**config.mk**
```make
export PLATFORM = sky130hd
export DESIGN_NAME = resp_request_parser_unit
export DESIGN_NICKNAME = d
export VERILOG_FILES = /design/src/hdl/rrp_pkg.sv /design/src/hdl/rrp_cfg_regs.sv /design/src/hdl/rrp_core.sv /design/src/hdl/resp_request_parser_unit.sv
export SDC_FILE = /design/constraint.sdc
export NUM_CORES = 1
export LEC_CHECK = 0
export ABC_AREA = 1
export BUFFER_PORTS_ARGS = -buffer_cell sky130_fd_sc_hd__buf_2
export CORE_UTILIZATION = 25
export CTS_CLUSTER_DIAMETER = 120
export DETAILED_ROUTE_END_ITERATION = 8
export PLACE_DENSITY = 0.43
export SLEW_MARGIN = 0
export SYNTH_ARGS = -nofsm -noshare
export SYNTH_HDL_FRONTEND = slang
export SYNTH_SLANG_ARGS = --single-unit
export TNS_END_PERCENT = 50
```
**constraint.sdc**
```tcl
create_clock -name clk -period 4.4 [get_ports clk]
set_input_delay 0.66 -clock clk [delete_from_list [all_inputs] [get_ports clk]]
set_output_delay 0.66 -clock clk [all_outputs]
set_load 0.03 [all_outputs]
```
**src/hdl/rrp_pkg.sv**
```systemverilog
// Shared types, widths and codes of the request parser.
package rrp_pkg;

	// Field widths of the byte and result words
	localparam int unsigned BYTE_W    = 8;
	localparam int unsigned EVENT_W   = 3;
	localparam int unsigned ARG_W     = 10;

	// Configuration register widths and indexes
	localparam int unsigned MAX_COUNT_W  = 10;
	localparam int unsigned MAX_LENGTH_W = 20;
	localparam int unsigned CFG_DATA_W   = 20;
	localparam int unsigned CFG_INDEX_W  = 1;

	localparam logic [CFG_INDEX_W-1:0] REG_MAX_COUNT  = 1'd0;
	localparam logic [CFG_INDEX_W-1:0] REG_MAX_LENGTH = 1'd1;

	localparam logic [MAX_COUNT_W-1:0]  MAX_COUNT_RST  = 10'd1023;
	localparam logic [MAX_LENGTH_W-1:0] MAX_LENGTH_RST = 20'd1048575;

	// Event codes of a result word
	localparam logic [EVENT_W-1:0] EV_HEADER  = 3'd0;
	localparam logic [EVENT_W-1:0] EV_DATA    = 3'd1;
	localparam logic [EVENT_W-1:0] EV_ARG_END = 3'd2;
	localparam logic [EVENT_W-1:0] EV_DONE    = 3'd3;
	localparam logic [EVENT_W-1:0] EV_ERROR   = 3'd4;

	// One result word
	typedef struct packed {
		logic [EVENT_W-1:0] event_res;
		logic [BYTE_W-1:0]  data_byte;
		logic [ARG_W-1:0]   arg_number;
		logic [ARG_W-1:0]   arg_total;
	} rrp_result_t;

endpackage

```
**src/hdl/rrp_cfg_regs.sv**
```systemverilog
// Limit registers written through the configuration port.
module rrp_cfg_regs (
	input  logic                                clk,
	input  logic                                arst_n,
	input  logic                                wr_en,
	input  logic [rrp_pkg::CFG_INDEX_W-1:0]     wr_index,
	input  logic [rrp_pkg::CFG_DATA_W-1:0]      wr_data,
	output logic [rrp_pkg::MAX_COUNT_W-1:0]     max_arg_count,
	output logic [rrp_pkg::MAX_LENGTH_W-1:0]    max_arg_length
);
	import rrp_pkg::*;

	logic [MAX_COUNT_W-1:0]  max_count_q;
	logic [MAX_LENGTH_W-1:0] max_length_q;

	// Decode the index and load the addressed limit
	always_ff @(posedge clk or negedge arst_n) begin
		if (!arst_n) begin
			max_count_q  <= MAX_COUNT_RST;
			max_length_q <= MAX_LENGTH_RST;
		end else if (wr_en) begin
			case (wr_index)
				REG_MAX_COUNT:  max_count_q  <= wr_data[MAX_COUNT_W-1:0];
				REG_MAX_LENGTH: max_length_q <= wr_data[MAX_LENGTH_W-1:0];
				default: ;
			endcase
		end
	end

	assign max_arg_count  = max_count_q;
	assign max_arg_length = max_length_q;

endmodule

```
**src/hdl/rrp_core.sv**
```systemverilog
// Parser state registers and the per-byte next-state and event logic.
module rrp_core #(
	parameter int unsigned COUNT_BITS  = 10,
	parameter int unsigned LENGTH_BITS = 20
) (
	input  logic                              clk,
	input  logic                              arst_n,
	input  logic                              step,
	input  logic [rrp_pkg::BYTE_W-1:0]        rx_byte_s1,
	input  logic [rrp_pkg::MAX_COUNT_W-1:0]   max_arg_count,
	input  logic [rrp_pkg::MAX_LENGTH_W-1:0]  max_arg_length,
	output rrp_pkg::rrp_result_t              res
);
	import rrp_pkg::*;

	// Accumulator holds a value up to the larger limit, times ten plus a digit
	localparam int unsigned NUM_BITS = (COUNT_BITS > LENGTH_BITS) ? COUNT_BITS : LENGTH_BITS;
	localparam int unsigned ACC_W    = NUM_BITS + 4;

	localparam logic [ACC_W-1:0] CNT_MASK = {{(ACC_W-COUNT_BITS){1'b0}}, {COUNT_BITS{1'b1}}};
	localparam logic [ACC_W-1:0] LEN_MASK = {{(ACC_W-LENGTH_BITS){1'b0}}, {LENGTH_BITS{1'b1}}};

	// Phase codes
	localparam logic [3:0] PH_STAR        = 4'd0;
	localparam logic [3:0] PH_COUNT_FIRST = 4'd1;
	localparam logic [3:0] PH_COUNT_MORE  = 4'd2;
	localparam logic [3:0] PH_COUNT_LF    = 4'd3;
	localparam logic [3:0] PH_DOLLAR      = 4'd4;
	localparam logic [3:0] PH_LEN_FIRST   = 4'd5;
	localparam logic [3:0] PH_LEN_MORE    = 4'd6;
	localparam logic [3:0] PH_LEN_LF      = 4'd7;
	localparam logic [3:0] PH_DATA        = 4'd8;
	localparam logic [3:0] PH_DATA_CR     = 4'd9;
	localparam logic [3:0] PH_DATA_LF     = 4'd10;
	localparam logic [3:0] PH_SKIP        = 4'd11;

	// Framing characters
	localparam logic [BYTE_W-1:0] CH_STAR   = 8'h2A;
	localparam logic [BYTE_W-1:0] CH_DOLLAR = 8'h24;
	localparam logic [BYTE_W-1:0] CH_CR     = 8'h0D;
	localparam logic [BYTE_W-1:0] CH_LF     = 8'h0A;
	localparam logic [BYTE_W-1:0] CH_ZERO   = 8'h30;
	localparam logic [BYTE_W-1:0] CH_NINE   = 8'h39;

	logic [3:0]             phase_q,      phase_n;
	logic [ACC_W-1:0]       accum_q,      accum_n;
	logic [COUNT_BITS-1:0]  args_left_q,  args_left_n;
	logic [COUNT_BITS-1:0]  arg_index_q,  arg_index_n;
	logic [COUNT_BITS-1:0]  announced_q,  announced_n;
	logic [LENGTH_BITS-1:0] data_left_q,  data_left_n;

	logic                   is_digit;
	logic                   is_lf;
	logic [ACC_W-1:0]       accum_dig;
	logic [ACC_W-1:0]       cnt_limit;
	logic [ACC_W-1:0]       len_limit;
	logic [COUNT_BITS-1:0]  new_count;
	logic [COUNT_BITS-1:0]  args_dec;
	logic [LENGTH_BITS-1:0] new_length;
	logic [LENGTH_BITS-1:0] data_dec;
	logic                   err;
	logic [EVENT_W-1:0]     ev;
	logic [BYTE_W-1:0]      dbyte;
	logic [COUNT_BITS-1:0]  num;

	// Shared decimal step and limits
	assign is_digit   = (rx_byte_s1 >= CH_ZERO) && (rx_byte_s1 <= CH_NINE);
	assign is_lf      = (rx_byte_s1 == CH_LF);
	assign accum_dig  = (accum_q << 3) + (accum_q << 1) + {{(ACC_W-4){1'b0}}, rx_byte_s1[3:0]};
	assign cnt_limit  = ACC_W'(max_arg_count) & CNT_MASK;
	assign len_limit  = ACC_W'(max_arg_length) & LEN_MASK;
	assign new_count  = accum_q[COUNT_BITS-1:0];
	assign new_length = accum_q[LENGTH_BITS-1:0];
	assign args_dec   = args_left_q - 1'b1;
	assign data_dec   = data_left_q - 1'b1;

	// Next phase, counters and event for the byte in the input register
	always_comb begin
		phase_n     = phase_q;
		accum_n     = accum_q;
		args_left_n = args_left_q;
		arg_index_n = arg_index_q;
		announced_n = announced_q;
		data_left_n = data_left_q;
		err         = 1'b0;
		ev          = EV_HEADER;
		dbyte       = '0;
		num         = arg_index_q;

		case (phase_q)
			PH_STAR: begin
				if (rx_byte_s1 == CH_STAR) begin
					accum_n     = '0;
					announced_n = '0;
					phase_n     = PH_COUNT_FIRST;
				end else begin
					err = 1'b1;
				end
			end
			PH_COUNT_FIRST, PH_COUNT_MORE: begin
				if (is_digit) begin
					if (accum_dig <= cnt_limit) begin
						accum_n = accum_dig;
						phase_n = PH_COUNT_MORE;
					end else begin
						err = 1'b1;
					end
				end else if (rx_byte_s1 == CH_CR && phase_q == PH_COUNT_MORE) begin
					phase_n = PH_COUNT_LF;
				end else begin
					err = 1'b1;
				end
			end
			PH_COUNT_LF: begin
				if (is_lf) begin
					announced_n = new_count;
					args_left_n = new_count;
					arg_index_n = '0;
					num         = '0;
					accum_n     = '0;
					if (new_count == '0) begin
						ev      = EV_DONE;
						phase_n = PH_STAR;
					end else begin
						phase_n = PH_DOLLAR;
					end
				end else begin
					err = 1'b1;
				end
			end
			PH_DOLLAR: begin
				if (rx_byte_s1 == CH_DOLLAR) begin
					accum_n = '0;
					phase_n = PH_LEN_FIRST;
				end else begin
					err = 1'b1;
				end
			end
			PH_LEN_FIRST, PH_LEN_MORE: begin
				if (is_digit) begin
					if (accum_dig <= len_limit) begin
						accum_n = accum_dig;
						phase_n = PH_LEN_MORE;
					end else begin
						err = 1'b1;
					end
				end else if (rx_byte_s1 == CH_CR && phase_q == PH_LEN_MORE) begin
					phase_n = PH_LEN_LF;
				end else begin
					err = 1'b1;
				end
			end
			PH_LEN_LF: begin
				if (is_lf) begin
					data_left_n = new_length;
					accum_n     = '0;
					phase_n     = (new_length == '0) ? PH_DATA_CR : PH_DATA;
				end else begin
					err = 1'b1;
				end
			end
			PH_DATA: begin
				ev          = EV_DATA;
				dbyte       = rx_byte_s1;
				data_left_n = data_dec;
				if (data_dec == '0) begin
					phase_n = PH_DATA_CR;
				end
			end
			PH_DATA_CR: begin
				if (rx_byte_s1 == CH_CR) begin
					phase_n = PH_DATA_LF;
				end else begin
					err = 1'b1;
				end
			end
			PH_DATA_LF: begin
				if (is_lf) begin
					args_left_n = args_dec;
					if (args_dec == '0) begin
						ev      = EV_DONE;
						phase_n = PH_STAR;
					end else begin
						ev          = EV_ARG_END;
						arg_index_n = arg_index_q + 1'b1;
						phase_n     = PH_DOLLAR;
					end
				end else begin
					err = 1'b1;
				end
			end
			default: begin
				// Skip phase: drop up to and including the next LF
				phase_n = is_lf ? PH_STAR : PH_SKIP;
			end
		endcase

		// Error overrides the event and restarts framing
		if (err) begin
			ev      = EV_ERROR;
			dbyte   = '0;
			accum_n = '0;
			phase_n = is_lf ? PH_STAR : PH_SKIP;
		end
	end

	// Advance the parser state as the byte moves to the result register
	always_ff @(posedge clk or negedge arst_n) begin
		if (!arst_n) begin
			phase_q     <= PH_STAR;
			accum_q     <= '0;
			args_left_q <= '0;
			arg_index_q <= '0;
			announced_q <= '0;
			data_left_q <= '0;
		end else if (step) begin
			phase_q     <= phase_n;
			accum_q     <= accum_n;
			args_left_q <= args_left_n;
			arg_index_q <= arg_index_n;
			announced_q <= announced_n;
			data_left_q <= data_left_n;
		end
	end

	assign res.event_res  = ev;
	assign res.data_byte  = dbyte;
	assign res.arg_number = ARG_W'(num);
	assign res.arg_total  = ARG_W'(announced_n);

endmodule

```
**src/hdl/resp_request_parser_unit.sv**
```systemverilog
// Top level of the request parser: byte and result registers, limits, parser core.
//
//  channel   direction  handshake            payload
//  in        input      in_valid / in_stall  rx_byte
//  out       output     out_valid/out_stall  event_res, data_byte, arg_number, arg_total
//  cfg       input      wr_en                wr_index, wr_data
//
// One byte per cycle sustained while out_stall is low; a taken byte goes to the input register,
// then its result word is loaded into the result register behind the combinational parser step.
// The parser state advances only when a byte moves into the result register.
// Reset clears the parser state, both valid flags and the limits to their maximum.
// A stall on the output holds the result word and backs up into in_stall.
module resp_request_parser_unit #(
	parameter int unsigned COUNT_BITS  = 10,
	parameter int unsigned LENGTH_BITS = 20
) (
	input  logic                                 clk,
	input  logic                                 arst_n,
	input  logic                                 in_valid,
	output logic                                 in_stall,
	input  logic [rrp_pkg::BYTE_W-1:0]           rx_byte,
	output logic                                 out_valid,
	input  logic                                 out_stall,
	output logic [rrp_pkg::EVENT_W-1:0]          event_res,
	output logic [rrp_pkg::BYTE_W-1:0]           data_byte,
	output logic [rrp_pkg::ARG_W-1:0]            arg_number,
	output logic [rrp_pkg::ARG_W-1:0]            arg_total,
	input  logic                                 wr_en,
	input  logic [rrp_pkg::CFG_INDEX_W-1:0]      wr_index,
	input  logic [rrp_pkg::CFG_DATA_W-1:0]       wr_data
);
	import rrp_pkg::*;

	logic                    valid_s1;
	logic [BYTE_W-1:0]       rx_byte_s1;
	logic                    valid_s2;
	rrp_result_t             result_s2;
	rrp_result_t             res;
	logic                    step;
	logic                    take;
	logic [MAX_COUNT_W-1:0]  max_arg_count;
	logic [MAX_LENGTH_W-1:0] max_arg_length;

	rrp_cfg_regs u_cfg (
		.clk            (clk),
		.arst_n         (arst_n),
		.wr_en          (wr_en),
		.wr_index       (wr_index),
		.wr_data        (wr_data),
		.max_arg_count  (max_arg_count),
		.max_arg_length (max_arg_length)
	);

	rrp_core #(
		.COUNT_BITS  (COUNT_BITS),
		.LENGTH_BITS (LENGTH_BITS)
	) u_core (
		.clk            (clk),
		.arst_n         (arst_n),
		.step           (step),
		.rx_byte_s1     (rx_byte_s1),
		.max_arg_count  (max_arg_count),
		.max_arg_length (max_arg_length),
		.res            (res)
	);

	// Advance when a byte is held and the result register is empty or being drained
	assign step     = valid_s1 && (!valid_s2 || !out_stall);
	assign in_stall = valid_s1 && !step;
	assign take     = in_valid && !in_stall;

	// Input register
	always_ff @(posedge clk or negedge arst_n) begin
		if (!arst_n) begin
			valid_s1 <= 1'b0;
		end else if (take) begin
			valid_s1 <= 1'b1;
		end else if (step) begin
			valid_s1 <= 1'b0;
		end
	end

	always_ff @(posedge clk) begin
		if (take) begin
			rx_byte_s1 <= rx_byte;
		end
	end

	// Result register
	always_ff @(posedge clk or negedge arst_n) begin
		if (!arst_n) begin
			valid_s2 <= 1'b0;
		end else if (step) begin
			valid_s2 <= 1'b1;
		end else if (!out_stall) begin
			valid_s2 <= 1'b0;
		end
	end

	always_ff @(posedge clk) begin
		if (step) begin
			result_s2 <= res;
		end
	end

	assign out_valid  = valid_s2;
	assign event_res  = result_s2.event_res;
	assign data_byte  = result_s2.data_byte;
	assign arg_number = result_s2.arg_number;
	assign arg_total  = result_s2.arg_total;

endmodule
```
==> flow_summary_export.csv <==
group,metric,value,unit
placed_design,place.gp.congestion,0.857,
synthesis,synth-xor-area-share,2.48,%
global_routing,grt_pass1_wl,43.9,mm
placed_design,place_area,11000,µm²
synthesis,syn_area_per_cell,7.50,µm²
power,power.total,5.34,mW
synthesis,synth_fp_nets,1433,
global_routing,antenna_found_initial,0,
die,start_util,25.5,%
setup_path,crit_path_max_incr_delay,0.59,ns
setup_path,critPathCaptureType,"flop",
job,max-cap-violations,0,
synthesis,muxShareOfSynthArea,0,%
clocking,cts_root_buf,"clkbuf_16",
setup_path,crit_type,"reg -> reg",
die,die_w,201,µm
clocking,cts_buffers,17,
global_routing,grt.overflow.total,0,
clocking,cts_buffer_depth,2,
placed_design,place_ws,0.0494,ns
setup_path,startpoint_type,"flop",
placed_design,port_buffers,66,
setup_path,cpLargestDelayFamily,"simple AND/OR/NAND/NOR gates",
placed_design,placed_cells,1900,
clocking,clk_latency,0.44,ns
routing,met3_wirelength,737,µm
clocking,cts_tree,"yes",
setup_path,crit_top_cell,"nand2_1",
routing,met2_length,12.4,mm
routing,vias_per_cell,4.40,
cells_and_area,final_cells,1943,
global_routing,track_usage,13.6,%
die,coreArea,38800,µm²
timing,period_share,92.6,%
synthesis,yosys-top-cells-count,"321 x nand2_1, 224 x inv_1, 131 x nor2_1, 89 x o21ai_0, 79 x dfrtp_1",
synthesis,synth_most_common_cell,"nand2_1",
cells_and_area,n_antenna_cell,0,
timing,fin_crit,4.07,ns
cells_and_area,layout.nets,1525,
cells_and_area,areaGrowthSynthToFinish,19.2,%
synthesis,synth_top_family_by_area,"simple AND/OR/NAND/NOR gates",
setup_path,r2r_slack,0.33,ns
timing,layout_setup_ws,0.325,ns
cells_and_area,drive_above_1_share,15.5,%
clocking,clk_pin_slew,0.06,ns
cells_and_area,final_util,30.4,%
synthesis,yosys_warnings,0,
global_routing,grt_pass1_vias,8372,
routing,met1_length,13.4,mm
timing,final-setup-viol-count,0,
power,vdd_drop_max,0.276,mV
timing,finalMaxSlewViolations,0,
run_status,run_status,"finished, final reports clean",
synthesis,netlist_instances,1320,
synthesis,seq_area_frac_synth,39.7,%
routing,via_count,8543,
synthesis,synth_edf_count,39,
routing,wl_per_cell,13.8,µm
global_routing,grt_start_max_net_pins,73,
die,io_pins,67,
clocking,cts_sinks,148,
setup_path,required,4.77,ns
routing,remaining_drc_errors,0,
setup_path,worstPathMaxFanout,10,
routing,drt_iter0_markers,363,
setup_path,cp_slowest_cell,"fa_1",
synthesis,synth_flop_cell,"dfrtp_1",
placed_design,hpwl,20.0,mm
power,cellPowerDensity,452,nW/µm²
routing,wirelength,26.8,mm
synthesis,syn_area,9900,µm²
synthesis,yosys-top-cells-area,"dfrtp_1 20%, nand2_1 12%, edfxtp_1 12%",
timing,fin_skew,0.0142,ns
timing,max_freq,0.245,GHz
routing,firstDrtPassIters,5,
routing,ant_nets,0,
synthesis,synth-seq-cells,148,
timing,hold_violations,0,
synthesis,synth_top_area_share,20.0,%
cells_and_area,final_area,11800,µm²
synthesis,synth-compound-area-share,11.0,%
synthesis,synth_top_cell_by_area,"dfrtp_1",
hold_path,min_path_type,"in -> async",
timing,slew_headroom,44.2,%
routing,top_layer_used,"met4",
synthesis,synth_cell_types,48,
die,die_h,201,µm
die,rows,72,
synthesis,ys_async_sr_fraction,73.6,%
timing,tightest_slew,0.835,ns
power,p_leak,5.92,nW
setup_path,cp.buffers_inverters,4,
synthesis,yosys.area_share.simple,26.3,%
setup_path,cp.arrival,4.44,ns
synthesis,synth_adder_area_share,10.1,%
die,die_area,40400,µm²
clocking,cts-hold-fix-buffers,0,
clocking,h-tree-depth,4,
cell type report:
class	instances	area (µm²)
multi-input cells	907	5050
flip-flops and latches	148	3940
fillers	4244	27000
clock inverters	11	151
clock buffers	21	450
repair buffers	105	693
well taps	518	648
inverters	233	875
final timing paths:
kind                                               startpoint                                  to  cells past startpoint
setup / recovery                u_core.accum_q[2]$_DFFE_PN0P_       u_core.accum_q[5]$_DFFE_PN0P_                     26
hold / removal                                         arst_n                valid_s1$_DFFE_PN0P_                      1
setup reg to reg                u_core.accum_q[2]$_DFFE_PN0P_       u_core.accum_q[5]$_DFFE_PN0P_                     26
hold reg to reg            u_cfg.max_arg_count[5]$_DFFE_PN1P_  u_cfg.max_arg_count[5]$_DFFE_PN1P_                      2
max in group asynchronous                              arst_n       u_core.accum_q[9]$_DFFE_PN0P_                      2
min in group clk                                   rx_byte[6]             rx_byte_s1[6]$_DFFE_PP_                      1
kinds of logic (layout without fill, tap and decap cells):
family	after synthesis	count (layout)
AND/OR/NAND/NOR	603	603
buffers and inverters	265	370
AO/OA/AOI/OAI	197	197
flip-flops	148	148
adder cells (fa/ha/maj)	79	79
XOR/XNOR	28	28
worst reg2reg max path, cell delays in order, from the launching register on:
cell and delay (ns):
dfrtp_1 0.42, fa_1 0.59, inv_1 0.06, fa_2 0.36
nor2_4 0.12, nand3_1 0.09, nand3_2 0.10, nand2_1 0.11
nand2_2 0.08, nand2_1 0.05, nand2_1 0.10, inv_1 0.06
ha_1 0.26, nand4_1 0.13, inv_1 0.05, a22oi_1 0.15
nand3_1 0.09, nand2_1 0.06, nand2_1 0.06, nand2_2 0.14
nand3_1 0.11, nand2_2 0.13, nand3_4 0.11, o21bai_4 0.27
clkbuf_16 0.21, nand2_1 0.05, nand2_1 0.05
power by group:
| group | internal [mW] | switching (mW) | leakage [nW] |
|---|---|---|---|
| registers | 1.63 | 0.143 | 1.67 |
| logic | 0.684 | 1.34 | 3.95 |
| clock network | 0.914 | 0.628 | 0.294 |
state kept, by name, indices dropped and copies added (netlist names), 3 cells and up:
signal / flops
rx_byte_s1: 8
data_byte: 8
u_cfg.max_arg_count: 10
u_core.args_left_q: 10
u_core.accum_q: 23
u_core.arg_index_q: 10
u_core.announced_q: 10
u_cfg.max_arg_length: 20
event_res: 3
u_core.data_left_q: 20
arg_total: 10
u_core.phase_q: 4
arg_number: 10
layer usage:
metal / global-route usage [%] / vias to the layer above
met5: 0 / -
met4: 3.46 / 0
met3: 2.13 / 19
met2: 21.5 / 115
met1: 19.2 / 3953
li1: - / 4456
cells in the final DEF, fill, tap and decap left out, drive strengths merged, types with 2 or more instances in the layout:
| cell type | instances |
|---|---|
| o22ai | 10 |
| nand3b | 5 |
| dfrtp | 79 |
| nand2 | 332 |
| nor3 | 22 |
| nor2 | 142 |
| a31oi | 2 |
| a21o | 2 |
| o21a | 2 |
| a211oi | 3 |
| a22oi | 2 |
| inv | 237 |
| a21oi | 65 |
| dfstp | 30 |
| buf | 103 |
| ha | 77 |
| and3 | 3 |
| clkinv | 3 |
| nand3 | 40 |
| bufinv | 3 |
| edfxtp | 39 |
| a311oi | 2 |
| xor2 | 23 |
| o21ai | 96 |
| xnor2 | 5 |
| nor4 | 7 |
| fa | 2 |
| clkbuf | 23 |
| o211ai | 8 |
| o21bai | 2 |
| nand4 | 49 |
metrics by stage:
stage	hold WS, ns	setup TNS (ns)
after global routing	0.376	-0.120
after detailed placement	0.484	0
after CTS	0.340	0
after global placement	0.475	0
after floorplan	0.364	0
final	0.308	0
repair_timing:
action,4_1_cts,5_1_grt
pin swaps,0,11
gates cloned,0,2
setup endpoints to repair,1,27
setup buffers,0,9
gates resized for setup,1,19
(Power assumes the default switching activity.)
